File: config.mk
export PLATFORM = sky130hd
export DESIGN_NAME = cst_ctrl
export DESIGN_NICKNAME = d
export VERILOG_FILES = /design/src/design/cst_pkg.sv /design/src/design/cst_ctrl.sv
export SDC_FILE = /design/constraint.sdc
export NUM_CORES = 1
export LEC_CHECK = 0
export BUFFER_PORTS_ARGS = -buffer_cell sky130_fd_sc_hd__buf_2
export CAP_MARGIN = 20
export CORE_MARGIN = 3
export CORE_UTILIZATION = 45
export CTS_CLUSTER_SIZE = 20
export DETAILED_ROUTE_END_ITERATION = 10
export PLACE_DENSITY = 0.73
export SETUP_SLACK_MARGIN = 0.15
export SKIP_LAST_GASP = 1
export SLEW_MARGIN = 5
export SYNTH_ARGS = -nofsm -noshare
export SYNTH_HDL_FRONTEND = slang
export SYNTH_SLANG_ARGS = --single-unit
File: constraint.sdc
create_clock -name i_clk -period 5.7 [get_ports i_clk]
set_input_delay 0.855 -clock i_clk [delete_from_list [all_inputs] [get_ports i_clk]]
set_output_delay 0.855 -clock i_clk [all_outputs]
set_load 0.02 [all_outputs]
File: src/design/cst_pkg.sv
// Shared types and constants for the connection slot table.
package cst_pkg;

    localparam int SLOTS   = 256;
    localparam int IDX_W   = $clog2(SLOTS);
    localparam int CNT_W   = $clog2(SLOTS + 1);
    localparam int MAX_W   = 9;
    localparam int CMP_W   = (CNT_W > MAX_W) ? CNT_W : MAX_W;
    localparam int ADDR_W  = 32;
    localparam int SOCK_W  = 32;
    localparam int SEL_W   = 8;
    localparam int PORT_W  = 16;
    localparam int KIND_W  = 8;
    localparam int CFG_W   = 32;
    localparam int CFGI_W  = 1;
    localparam int STAT_W  = 3;

    localparam logic [CFGI_W-1:0] CFG_MAX_CONNS = 1'b0;
    localparam logic [CFGI_W-1:0] CFG_EXEMPT    = 1'b1;

    localparam logic [MAX_W-1:0]  MAX_CONNS_RST = 9'd3;

    typedef enum logic [1:0] {
        OP_ADD = 2'd0,
        OP_DEL = 2'd1,
        OP_REG = 2'd2
    } t_op;

    typedef enum logic [1:0] {
        PH_FREE = 2'd0,
        PH_CONN = 2'd1,
        PH_REGD = 2'd2
    } t_phase;

    typedef enum logic [STAT_W-1:0] {
        ST_OK      = 3'd0,
        ST_OVER    = 3'd1,
        ST_FULL    = 3'd2,
        ST_NOCONN  = 3'd3,
        ST_ALREADY = 3'd4
    } t_status;

    typedef struct packed {
        logic [IDX_W-1:0]  raddr;
        logic [IDX_W-1:0]  waddr;
        logic              ph_we;
        t_phase            ph_wdata;
        logic              ad_we;
        logic              sk_we;
        logic              pk_we;
        logic [ADDR_W-1:0] wd_addr;
        logic [SOCK_W-1:0] wd_sock;
        logic [PORT_W-1:0] wd_port;
        logic [KIND_W-1:0] wd_kind;
    } t_mem_req;

endpackage

File: src/design/cst_ctrl.sv
// Sequencer: count pass, free-slot search, delete/register, result word.
module cst_ctrl (
    input  logic                        i_clk,
    input  logic                        i_rst_n,
    input  logic                        i_cfg_we,
    input  logic [cst_pkg::CFGI_W-1:0]  i_cfg_index,
    input  logic [cst_pkg::CFG_W-1:0]   i_cfg_wdata,
    input  logic                        i_valid,
    output logic                        o_stall,
    input  logic [1:0]                  i_operation,
    input  logic [cst_pkg::ADDR_W-1:0]  i_source_addr,
    input  logic [cst_pkg::SOCK_W-1:0]  i_socket_handle,
    input  logic [cst_pkg::SEL_W-1:0]   i_slot_sel,
    input  logic [cst_pkg::PORT_W-1:0]  i_peer_port,
    input  logic [cst_pkg::KIND_W-1:0]  i_client_kind,
    output logic                        o_valid,
    input  logic                        i_stall,
    output logic [cst_pkg::STAT_W-1:0]  o_status,
    output logic [cst_pkg::SEL_W-1:0]   o_slot_out,
    output cst_pkg::t_mem_req           o_req,
    input  cst_pkg::t_phase             i_rd_phase,
    input  logic [cst_pkg::ADDR_W-1:0]  i_rd_addr
);
    import cst_pkg::*;

    typedef enum logic [2:0] {
        S_IDLE,
        S_COUNT,
        S_CHECK,
        S_SEARCH,
        S_LOOK,
        S_DEC,
        S_RESP
    } t_state;

    t_state            r_state, n_state;
    logic [CNT_W-1:0]  r_in_use, n_in_use;
    logic [MAX_W-1:0]  r_max, n_max;
    logic [ADDR_W-1:0] r_exempt, n_exempt;
    logic [SLOTS-1:0]  r_valid, n_valid;
    logic              r_rd_vld, n_rd_vld;
    logic              r_out_vld, n_out_vld;
    t_status           r_out_status, n_out_status;
    logic [SEL_W-1:0]  r_out_slot, n_out_slot;

    t_op               r_op, n_op;
    logic [ADDR_W-1:0] r_src, n_src;
    logic [SOCK_W-1:0] r_sock, n_sock;
    logic [SEL_W-1:0]  r_sel, n_sel;
    logic [PORT_W-1:0] r_port, n_port;
    logic [KIND_W-1:0] r_kind, n_kind;
    logic [CNT_W-1:0]  r_iss, n_iss;
    logic [IDX_W-1:0]  r_ptr, n_ptr;
    logic [CNT_W-1:0]  r_hits, n_hits;
    logic [IDX_W-1:0]  r_rd_idx, n_rd_idx;
    logic              r_rd_last, n_rd_last;
    t_status           r_res_status, n_res_status;
    logic [SEL_W-1:0]  r_res_slot, n_res_slot;

    logic              issue;
    logic [IDX_W-1:0]  sel_idx;
    logic              sel_in_range;
    t_phase            rd_phase;
    t_phase            sel_phase;
    t_mem_req          req;

    assign sel_idx      = IDX_W'(r_sel);
    assign sel_in_range = (CMP_W + SEL_W)'(r_sel) < (CMP_W + SEL_W)'(SLOTS);
    assign rd_phase     = r_valid[r_rd_idx] ? i_rd_phase : PH_FREE;
    assign sel_phase    = sel_in_range ? rd_phase : PH_FREE;

    always_comb begin
        n_state      = r_state;
        n_in_use     = r_in_use;
        n_max        = r_max;
        n_exempt     = r_exempt;
        n_valid      = r_valid;
        n_out_vld    = r_out_vld && i_stall;
        n_out_status = r_out_status;
        n_out_slot   = r_out_slot;
        n_op         = r_op;
        n_src        = r_src;
        n_sock       = r_sock;
        n_sel        = r_sel;
        n_port       = r_port;
        n_kind       = r_kind;
        n_iss        = r_iss;
        n_ptr        = r_ptr;
        n_hits       = r_hits;
        n_res_status = r_res_status;
        n_res_slot   = r_res_slot;

        req          = '0;
        req.wd_addr  = r_src;
        req.wd_sock  = r_sock;
        req.wd_port  = r_port;
        req.wd_kind  = r_kind;
        req.ph_wdata = PH_FREE;

        issue        = 1'b0;
        n_rd_last    = (r_iss == CNT_W'(SLOTS - 1));
        n_rd_idx     = r_iss[IDX_W-1:0];

        if (i_cfg_we) begin
            unique case (i_cfg_index)
                CFG_MAX_CONNS: n_max    = i_cfg_wdata[MAX_W-1:0];
                CFG_EXEMPT:    n_exempt = i_cfg_wdata[ADDR_W-1:0];
                default:       ;
            endcase
        end

        unique case (r_state)
            S_IDLE: begin
                if (i_valid) begin
                    n_op   = t_op'(i_operation);
                    n_src  = i_source_addr;
                    n_sock = i_socket_handle;
                    n_sel  = i_slot_sel;
                    n_port = i_peer_port;
                    n_kind = i_client_kind;
                    n_iss  = '0;
                    n_hits = '0;
                    unique case (i_operation)
                        OP_ADD:  n_state = S_COUNT;
                        OP_DEL,
                        OP_REG:  n_state = S_LOOK;
                        default: begin
                            n_res_status = ST_OK;
                            n_res_slot   = i_slot_sel;
                            n_state      = S_RESP;
                        end
                    endcase
                end
            end
            S_COUNT: begin
                issue = (r_iss != CNT_W'(SLOTS));
                if (issue) begin
                    n_iss = r_iss + 1'b1;
                end
                if (r_rd_vld) begin
                    if (rd_phase != PH_FREE && i_rd_addr == r_src) begin
                        n_hits = r_hits + 1'b1;
                    end
                    if (r_rd_last) begin
                        n_state = S_CHECK;
                    end
                end
            end
            S_CHECK: begin
                if (CMP_W'(r_hits) > CMP_W'(r_max) && r_src != r_exempt) begin
                    n_res_status = ST_OVER;
                    n_res_slot   = '0;
                    n_state      = S_RESP;
                end else begin
                    n_ptr   = (r_in_use < CNT_W'(SLOTS)) ? r_in_use[IDX_W-1:0] : '0;
                    n_iss   = '0;
                    n_state = S_SEARCH;
                end
            end
            S_SEARCH: begin
                issue    = (r_iss != CNT_W'(SLOTS));
                n_rd_idx = r_ptr;
                if (issue) begin
                    n_iss = r_iss + 1'b1;
                    n_ptr = (r_ptr == IDX_W'(SLOTS - 1)) ? '0 : r_ptr + 1'b1;
                end
                if (r_rd_vld) begin
                    if (rd_phase == PH_FREE) begin
                        req.waddr    = r_rd_idx;
                        req.ph_we    = 1'b1;
                        req.ph_wdata = PH_CONN;
                        req.ad_we    = 1'b1;
                        req.sk_we    = 1'b1;
                        n_in_use     = r_in_use + 1'b1;
                        n_res_status = ST_OK;
                        n_res_slot   = SEL_W'(r_rd_idx);
                        n_state      = S_RESP;
                    end else if (r_rd_last) begin
                        n_res_status = ST_FULL;
                        n_res_slot   = '0;
                        n_state      = S_RESP;
                    end
                end
            end
            S_LOOK: begin
                issue    = 1'b1;
                n_rd_idx = sel_idx;
                n_state  = S_DEC;
            end
            S_DEC: begin
                n_res_slot   = r_sel;
                n_res_status = ST_OK;
                req.waddr    = sel_idx;
                if (sel_phase == PH_FREE) begin
                    n_res_status = ST_NOCONN;
                end else if (r_op == OP_DEL) begin
                    req.ph_we    = 1'b1;
                    req.ph_wdata = PH_FREE;
                    if (r_in_use != '0) begin
                        n_in_use = r_in_use - 1'b1;
                    end
                end else if (sel_phase == PH_REGD) begin
                    n_res_status = ST_ALREADY;
                end else begin
                    req.ph_we    = 1'b1;
                    req.ph_wdata = PH_REGD;
                    req.pk_we    = 1'b1;
                end
                n_state = S_RESP;
            end
            S_RESP: begin
                if (!r_out_vld || !i_stall) begin
                    n_out_vld    = 1'b1;
                    n_out_status = r_res_status;
                    n_out_slot   = r_res_slot;
                    n_state      = S_IDLE;
                end
            end
            default: n_state = S_IDLE;
        endcase

        req.raddr = n_rd_idx;
        n_rd_vld  = issue;
        if (req.ph_we) begin
            n_valid[req.waddr] = 1'b1;
        end
    end

    always_ff @(posedge i_clk) begin
        if (!i_rst_n) begin
            r_state      <= S_IDLE;
            r_in_use     <= '0;
            r_max        <= MAX_CONNS_RST;
            r_exempt     <= '0;
            r_valid      <= '0;
            r_rd_vld     <= 1'b0;
            r_out_vld    <= 1'b0;
            r_out_status <= ST_OK;
            r_out_slot   <= '0;
        end else begin
            r_state      <= n_state;
            r_in_use     <= n_in_use;
            r_max        <= n_max;
            r_exempt     <= n_exempt;
            r_valid      <= n_valid;
            r_rd_vld     <= n_rd_vld;
            r_out_vld    <= n_out_vld;
            r_out_status <= n_out_status;
            r_out_slot   <= n_out_slot;
        end
    end

    always_ff @(posedge i_clk) begin
        r_op         <= n_op;
        r_src        <= n_src;
        r_sock       <= n_sock;
        r_sel        <= n_sel;
        r_port       <= n_port;
        r_kind       <= n_kind;
        r_iss        <= n_iss;
        r_ptr        <= n_ptr;
        r_hits       <= n_hits;
        r_rd_idx     <= n_rd_idx;
        r_rd_last    <= n_rd_last;
        r_res_status <= n_res_status;
        r_res_slot   <= n_res_slot;
    end

    assign o_stall    = (r_state != S_IDLE);
    assign o_valid    = r_out_vld;
    assign o_status   = r_out_status;
    assign o_slot_out = r_out_slot;
    assign o_req      = req;

endmodule

# Word level (Yosys, flattened, before mapping)
# Index checks and enable logic that the tools add are counted.
[word_totals] ff_bits=466 wordCells=160 inputBits=170 output_inout_bits=123
[classes] n_addsub=5 muxes=64 bitwise=2 n_reduce_logical=31 magnitude_cmp=5 eq_ne=31
[ops] operator="$or 256x256->256" n=1
[ops] operator="$mux 9" n=10
[ops] operator="$mux 8" n=10
[ops] operator="$mux 3" n=19
[ops] operator="$pmux 9 s2" n=2
[ops] operator="$eq 32x32->1" n=1
[ops] operator="$ne 32x32->1" n=1
[ops] operator="$pmux 8 s2" n=2
[ops] operator="$pmux 8 s4" n=1
[ops] operator="$ne 2x2->1 const B" n=14
[ops] operator="$add 9x1->9 const B" n=3
[ops] operator="$pmux 9 s3" n=1
[ops] operator="$mux 13" n=2
[ops] operator="$pmux 11 s2" n=1
[ops] operator="$pmux 3 s7" n=1
[ops] operator="$lt 8x9->1 const B" n=2
[ops] operator="$reduce_and 6->1" n=3
[ops] operator="$pmux 3 s4" n=1
[ops] operator="$eq 3x3->1 const B" n=3
[ops] operator="$eq 9x8->1 const B" n=1
[ops] operator="$gt 9x9->1" n=1
[ops] operator="$lt 9x9->1 const B" n=1
[ops] operator="$ne 9x9->1 const B" n=1
[ops] operator="$reduce_bool 9->1" n=1
[ops] operator="other kinds (30)" n=55

# Depth between registers and ports, before layout
[depth] ltp_word=13 mapped_depth=19 mapped_depth_nobuf=14

# Worst setup path after synthesis
# No wires, ideal clock.
[synth_timing] kind="register to register" start="reg r_state[0]" end="reg r_hits[0], enable pin" synth_period_minus_slack_ns=6.109 stages_incl_launch_ff=6 arrival_time_ns=5.772 slack_ns=-0.409 cell_sequence="dfxtp_1 > clkbuf_1 > clkbuf_1 > or3_1 > nor2_1 > o22a_1"
[synth_between] elab_chain_cells=3 word_cells_on_any_way=7
[synth_rtl] element="start, declared" line="cst_ctrl.sv:36" text="t_state r_state, n_state;"
[synth_rtl] element="start signal, assigned" line="cst_ctrl.sv:241" text="r_state <= n_state;"
[synth_rtl] element="$eq 3x1->1 or $logic_not 3->1 (tied branches)" line="cst_ctrl.sv:112" text="unique case (r_state)"
[synth_rtl] element="$ne 2x2->1 (no source line) or $reduce_bool 2->1 (tied branches)"
[synth_rtl] element="$reduce_and 4->1 (no source line) *"
[synth_rtl] element="end signal, assigned" line="cst_ctrl.sv:262" text="r_hits <= n_hits;"
[synth_rtl] element="end, declared" line="cst_ctrl.sv:54" text="logic [CNT_W-1:0] r_hits, n_hits;"
# Every way passes the cells marked *; elsewhere a longest branch is shown, timed or not.
# A chain may end at the register's enable or synchronous reset.

==> Flow_metrics.wiki <==
{| class="wikitable"
! Metric !! Value
|-
| Worst-case vdd ir drop || 0.304 mV
|-
| Number of distinct standard cells referenced by the synthesized netlist || 87
|-
| First-pass detailed-route iteration total || 5
|-
| Synthesized-area fraction occupied by ao, oa, aoi and oai cells || about 17%
|-
| Final cycle utilization of the critical path || 93.2%
|-
| Power per standard cell area || 417 nW/µm²
|-
| Shortest clock period the worst path allows after layout || 5.31 ns
|-
| Vias in the first global route || ~16000
|-
| Fraction of final layout cells with drive strength greater than 1 || 24.1%
|-
| Series of cell instances along the critical path || inv_1, a2bb2oi_1, a211o_1, a211o_1, o22a_4, a21oi_4, nor2_4, inv_4, a21oi_2, inv_2, buf_2
|-
| Layout Area Growth over Synthesis || 17.2%
|-
| Setup WS pre-CTS || 0.855 ns
|-
| Area contributors post-synth || sky130_fd_sc_hd__dfxtp_1, sky130_fd_sc_hd__edfxtp_1, sky130_fd_sc_hd__mux4_2
|-
| Final RePlAce weighted congestion || 0.937
|-
| Slew headroom || about 33%
|-
| Number of cells in the finished layout apart from fillers || 2765
|-
| Sequential share of the synthesized area || a little over half
|-
| Estimated wirelength of the detail-placed design || 40300 µm
|-
| Vertical die dimension || 218 µm
|-
| Total overflow reported by the global router || 0
|-
| Setup clock skew after layout || 0.0347 ns
|-
| Crit-path most repeated cell || sky130_fd_sc_hd__a211o_1
|-
| WL per Instance || ~21 µm
|-
| Setup repair after global routing missed its margin || no
|-
| Total of warnings raised by yosys || 0
|-
| Critical path launch point type || flip-flop
|-
| Share of the synthesized area in the top cell type || ~33%
|-
| Finished Core Util || a little over half
|-
| Final-report hold violation count || 0
|-
| Critical path start-end classification || reg2out
|-
| Die Width || ~220 µm
|-
| Tot GR Track Use || 23.9%
|-
| Summed instance area of the synthesized netlist || between 20000 and 25000 µm²
|-
| Leak Pwr || 9.03 nW
|-
| Post-Synthesis Cells || approximately 1900
|-
| TritonCTS sink count || between 400 and 500
|-
| Vias/cell || around 5.8
|-
| Number of buffer and inverter instances along the worst setup path || 4
|-
| Origin of the worst setup path || r_rd_idx[2]
|-
| Final WL || around 58000 µm
|-
| Number of fill cells || 3858
|-
| Outcome || finished, final reports clean
|-
| Vias post-DR || 15954
|-
| Cell row count || 77
|-
| Number of buffers on the longest clock path || 3
|-
| Nets || about 2300
|-
| Number of nets produced by synthesis || ~2100
|-
| H-Tree Level Count || 2
|-
| Synthesized-area fraction occupied by xor and xnor cells || between 3 and 4%
|-
| Hold path startpoint || i_source_addr[16]
|-
| Syn Area/Cell || approximately 11 µm²
|-
| Post-synthesis share of cell area spent on and, or, nand and nor gates || between 10% and 20%
|-
| Count of nets left with antenna violations after detail routing || 0
|-
| Post-route setup slack || 0.386 ns
|-
| Global-route wire length before repair || 89600 µm
|-
| Final TNS setup || 0 ns
|-
| Clock insertion delay at the later pin of the skew report || approximately 0.6 ns
|-
| Required time of the worst setup path || just under 5 ns
|-
| Total clock buffers created by CTS || 48
|-
| Internal reg-to-reg setup slack || roughly 0.84 ns
|-
| Post-synthesis share of cell area spent on full adders, half adders and majority gates || between 1 and 1.5%
|-
| Number of DRC violations after detailed-routing iteration 0 || ~1500
|-
| Placeable Area || about 44000 µm²
|-
| Async set-reset flop share out of synthesis || 0%
|-
| Maximum frequency from static timing analysis || 188 MHz
|-
| Worst Max-Slew Pin Slew || approximately 1 ns
|-
| Highest-delay cell along the critical path || sky130_fd_sc_hd__dfxtp_1
|-
| Cts hold-fix bufs || 0
|-
| Library cell occupying the most area in the post-synthesis netlist || sky130_fd_sc_hd__dfxtp_1
|-
| Final worst hold slack || about 0.44 ns
|-
| Count of pins on the block boundary || around 290
|-
| Number of antenna violations at the first check in global routing || 4
|-
| Number of setup violations in the final report || 0
|-
| Family of cells with the greatest summed delay on the critical path || compound AO/OA/AOI/OAI gates
|-
| FF+latch count, synth || roughly 470
|-
| Crit path arrival time || 4.46 ns
|-
| Ys flop type || sky130_fd_sc_hd__dfxtp_1
|-
| Clock Tree Root || sky130_fd_sc_hd__clkbuf_16
|-
| Maximum single-stage delay on the critical path || 0.81 ns
|-
| Buffers on Ports || 292
|-
| Share of cell area taken by muxes after synthesis || about 8.5%
|-
| Clock-pin transition on the worst setup and hold timing paths || approximately 0.06 ns
|-
| Total instance count after detailed placement || between 2000 and 3000
|-
| Number of DRC violations after detailed routing || 0
|-
| Kind of end point of the critical path || output pin
|-
| Maximum number of pins on one net before global-route repair || between 100 and 150
|-
| Largest family of logic cells by synthesized area || compound AO/OA/AOI/OAI gates
|-
| Initial standard-cell utilization of the core || between 40% and 50%
|-
| Overall die area || about 48000 µm²
|-
| Largest fanout of any net on the critical path || 19
|-
| CTS tree || done
|-
| Final max-slew violation count || 0
|-
| Hold WC Path Type || in2reg
|-
| Max-cap violations || 0
|-
| Start of the worst register-to-register path || r_rd_idx[2]
|-
| Number of enable-type register cells in the synthesized netlist || about 140
|}
[worst paths after layout]
| kind | end | cells after the start |
|---|---|---|
| setup reg to reg | r_valid[225] | 13 |
| setup / recovery | o_req[96] | 11 |
| hold / removal | r_src[16] | 1 |
| hold reg to reg | r_valid[81] | 2 |
[timing repair]
item / in CTS / in global routing
hold endpoints to repair: 0 / 0
setup buffers: 0 / 1
resized for setup: 0 / 0
setup endpoints to repair: 0 / 2
[synth_stat cells (5+ instances only)]
cell and n:
sky130_fd_sc_hd__dfxtp_1 331, sky130_fd_sc_hd__nand2_1 292, sky130_fd_sc_hd__o21ai_0 150, sky130_fd_sc_hd__edfxtp_1 135, sky130_fd_sc_hd__a22o_1 127, sky130_fd_sc_hd__nor2_1 83
sky130_fd_sc_hd__clkbuf_1 75, sky130_fd_sc_hd__a21oi_1 71, sky130_fd_sc_hd__mux4_2 54, sky130_fd_sc_hd__xnor2_1 50, sky130_fd_sc_hd__mux2i_1 45, sky130_fd_sc_hd__xor2_1 38
sky130_fd_sc_hd__inv_1 32, sky130_fd_sc_hd__nand3_1 27, sky130_fd_sc_hd__a22oi_1 24, sky130_fd_sc_hd__ha_1 21, sky130_fd_sc_hd__nand4_1 18, sky130_fd_sc_hd__and3_1 17
sky130_fd_sc_hd__o21ai_2 16, sky130_fd_sc_hd__o21ai_1 15, sky130_fd_sc_hd__nand2b_1 14, sky130_fd_sc_hd__buf_2 13, sky130_fd_sc_hd__nand3b_1 13, sky130_fd_sc_hd__nor2b_1 13
sky130_fd_sc_hd__nor4_1 13, sky130_fd_sc_hd__buf_1 12, sky130_fd_sc_hd__buf_4 12, sky130_fd_sc_hd__and2_1 10, sky130_fd_sc_hd__nor3_1 9, sky130_fd_sc_hd__a211oi_1 8
sky130_fd_sc_hd__a221o_1 8, sky130_fd_sc_hd__or2_2 8, sky130_fd_sc_hd__a31oi_1 6, sky130_fd_sc_hd__nor3_4 6, sky130_fd_sc_hd__or3_1 6, sky130_fd_sc_hd__a211o_1 5
sky130_fd_sc_hd__o21a_1 5
[per-stage QoR]
stage	power [mW]	area, µm²
2_1_floorplan	5.96	20200
3_3_place_gp	6.68	22100
3_5_place_dp	6.73	22100
4_1_cts	9.89	23600
5_1_grt	10.3	23700
6_report	9.88	23700
[metal layers]
layer  global-route usage (%)  wire, µm  up-vias
met1                     31.1     23200     7698
met2                     39.3     27700      790
met3                     4.79      4950      134
met4                     9.22      2120        2
li1                         -         -     7330
met5                        0        13        -
[state kept, by name (all words and copies together), names as in the netlist]
register      count
r_rd_last         1
r_kind            8
r_port           16
r_exempt         32
r_hits            9
r_max             9
r_res_slot        8
r_in_use          9
r_sel             8
r_iss             9
o_slot_out        8
r_sock           32
r_op              2
r_src            32
r_rd_idx          8
o_valid           1
r_valid         256
o_status          3
r_ptr             8
r_rd_vld          1
r_state           3
r_res_status      3
[cells in the final DEF, fill, tap and decap left out, types with 5 or more instances in the layout]
cell,instances
sky130_fd_sc_hd__or2_2,8
sky130_fd_sc_hd__buf_2,291
sky130_fd_sc_hd__nand2_1,292
sky130_fd_sc_hd__nor3_4,6
sky130_fd_sc_hd__a21oi_1,71
sky130_fd_sc_hd__nor3_1,9
sky130_fd_sc_hd__clkbuf_8,6
sky130_fd_sc_hd__xnor2_1,50
sky130_fd_sc_hd__xor2_1,38
sky130_fd_sc_hd__dfxtp_1,329
sky130_fd_sc_hd__clkbuf_16,48
sky130_fd_sc_hd__nor2b_1,13
sky130_fd_sc_hd__ha_1,21
sky130_fd_sc_hd__inv_2,5
sky130_fd_sc_hd__and3_1,17
sky130_fd_sc_hd__a22oi_1,24
sky130_fd_sc_hd__and2_1,10
sky130_fd_sc_hd__o21a_1,5
sky130_fd_sc_hd__nand4_1,18
sky130_fd_sc_hd__nand3b_1,13
sky130_fd_sc_hd__a31oi_1,6
sky130_fd_sc_hd__inv_1,31
sky130_fd_sc_hd__clkbuf_1,13
sky130_fd_sc_hd__nand3_1,27
sky130_fd_sc_hd__edfxtp_1,135
sky130_fd_sc_hd__or3_1,6
sky130_fd_sc_hd__nor2_1,82
sky130_fd_sc_hd__nand2b_1,14
sky130_fd_sc_hd__o21ai_1,15
sky130_fd_sc_hd__mux4_2,54
sky130_fd_sc_hd__o21ai_0,150
sky130_fd_sc_hd__a211o_1,5
sky130_fd_sc_hd__buf_4,31
sky130_fd_sc_hd__a22o_1,127
sky130_fd_sc_hd__nor4_1,13
sky130_fd_sc_hd__o21ai_2,16
sky130_fd_sc_hd__a211oi_1,8
sky130_fd_sc_hd__clkinv_2,9
sky130_fd_sc_hd__mux2i_1,45
sky130_fd_sc_hd__a221o_1,8
[cells by family (layout without fill, tap and decap cells)]
group	Yosys count	count (layout)
simple gates	549	549
compound gates	488	488
flops	466	466
buf+inv	162	453
mux	103	103
xor+xnor	88	88
fa+ha+maj	22	22
other cells	0	4
[layout make-up]
type | instances | area [µm²] | share of cell area (%)
multi-input combinational | 1250 | 8770 | 37.0
clock inverter | 23 | 273 | 1.15
antenna | 4 | 10.0 | 0.0422
inverter | 37 | 141 | 0.596
sequential | 466 | 10700 | 45.0
tap | 592 | 741 | 3.12
timing repair buffer | 327 | 1780 | 7.51
clock buffer | 66 | 1320 | 5.56
[worst register-to-register path, stage by stage (launching register included)]
cell and delay [ns]:
sky130_fd_sc_hd__dfxtp_1 0.81, sky130_fd_sc_hd__inv_1 0.55, sky130_fd_sc_hd__a2bb2oi_1 0.25, sky130_fd_sc_hd__a211o_1 0.28
sky130_fd_sc_hd__a211o_1 0.28, sky130_fd_sc_hd__o22a_4 0.29, sky130_fd_sc_hd__a21oi_4 0.36, sky130_fd_sc_hd__nor2_4 0.11
sky130_fd_sc_hd__inv_4 0.22, sky130_fd_sc_hd__a21oi_4 0.12, sky130_fd_sc_hd__a2111oi_0 0.85, sky130_fd_sc_hd__buf_4 0.24
sky130_fd_sc_hd__nand2_1 0.14, sky130_fd_sc_hd__o21ai_0 0.26
[power breakdown]
| part | internal, mW | switching [mW] |
|---|---|---|
| clock | 1.82 | 1.34 |
| combinational | 0.886 | 1.62 |
| sequential | 3.82 | 0.402 |
No activity file was read; power rests on OpenSTA's default activity.
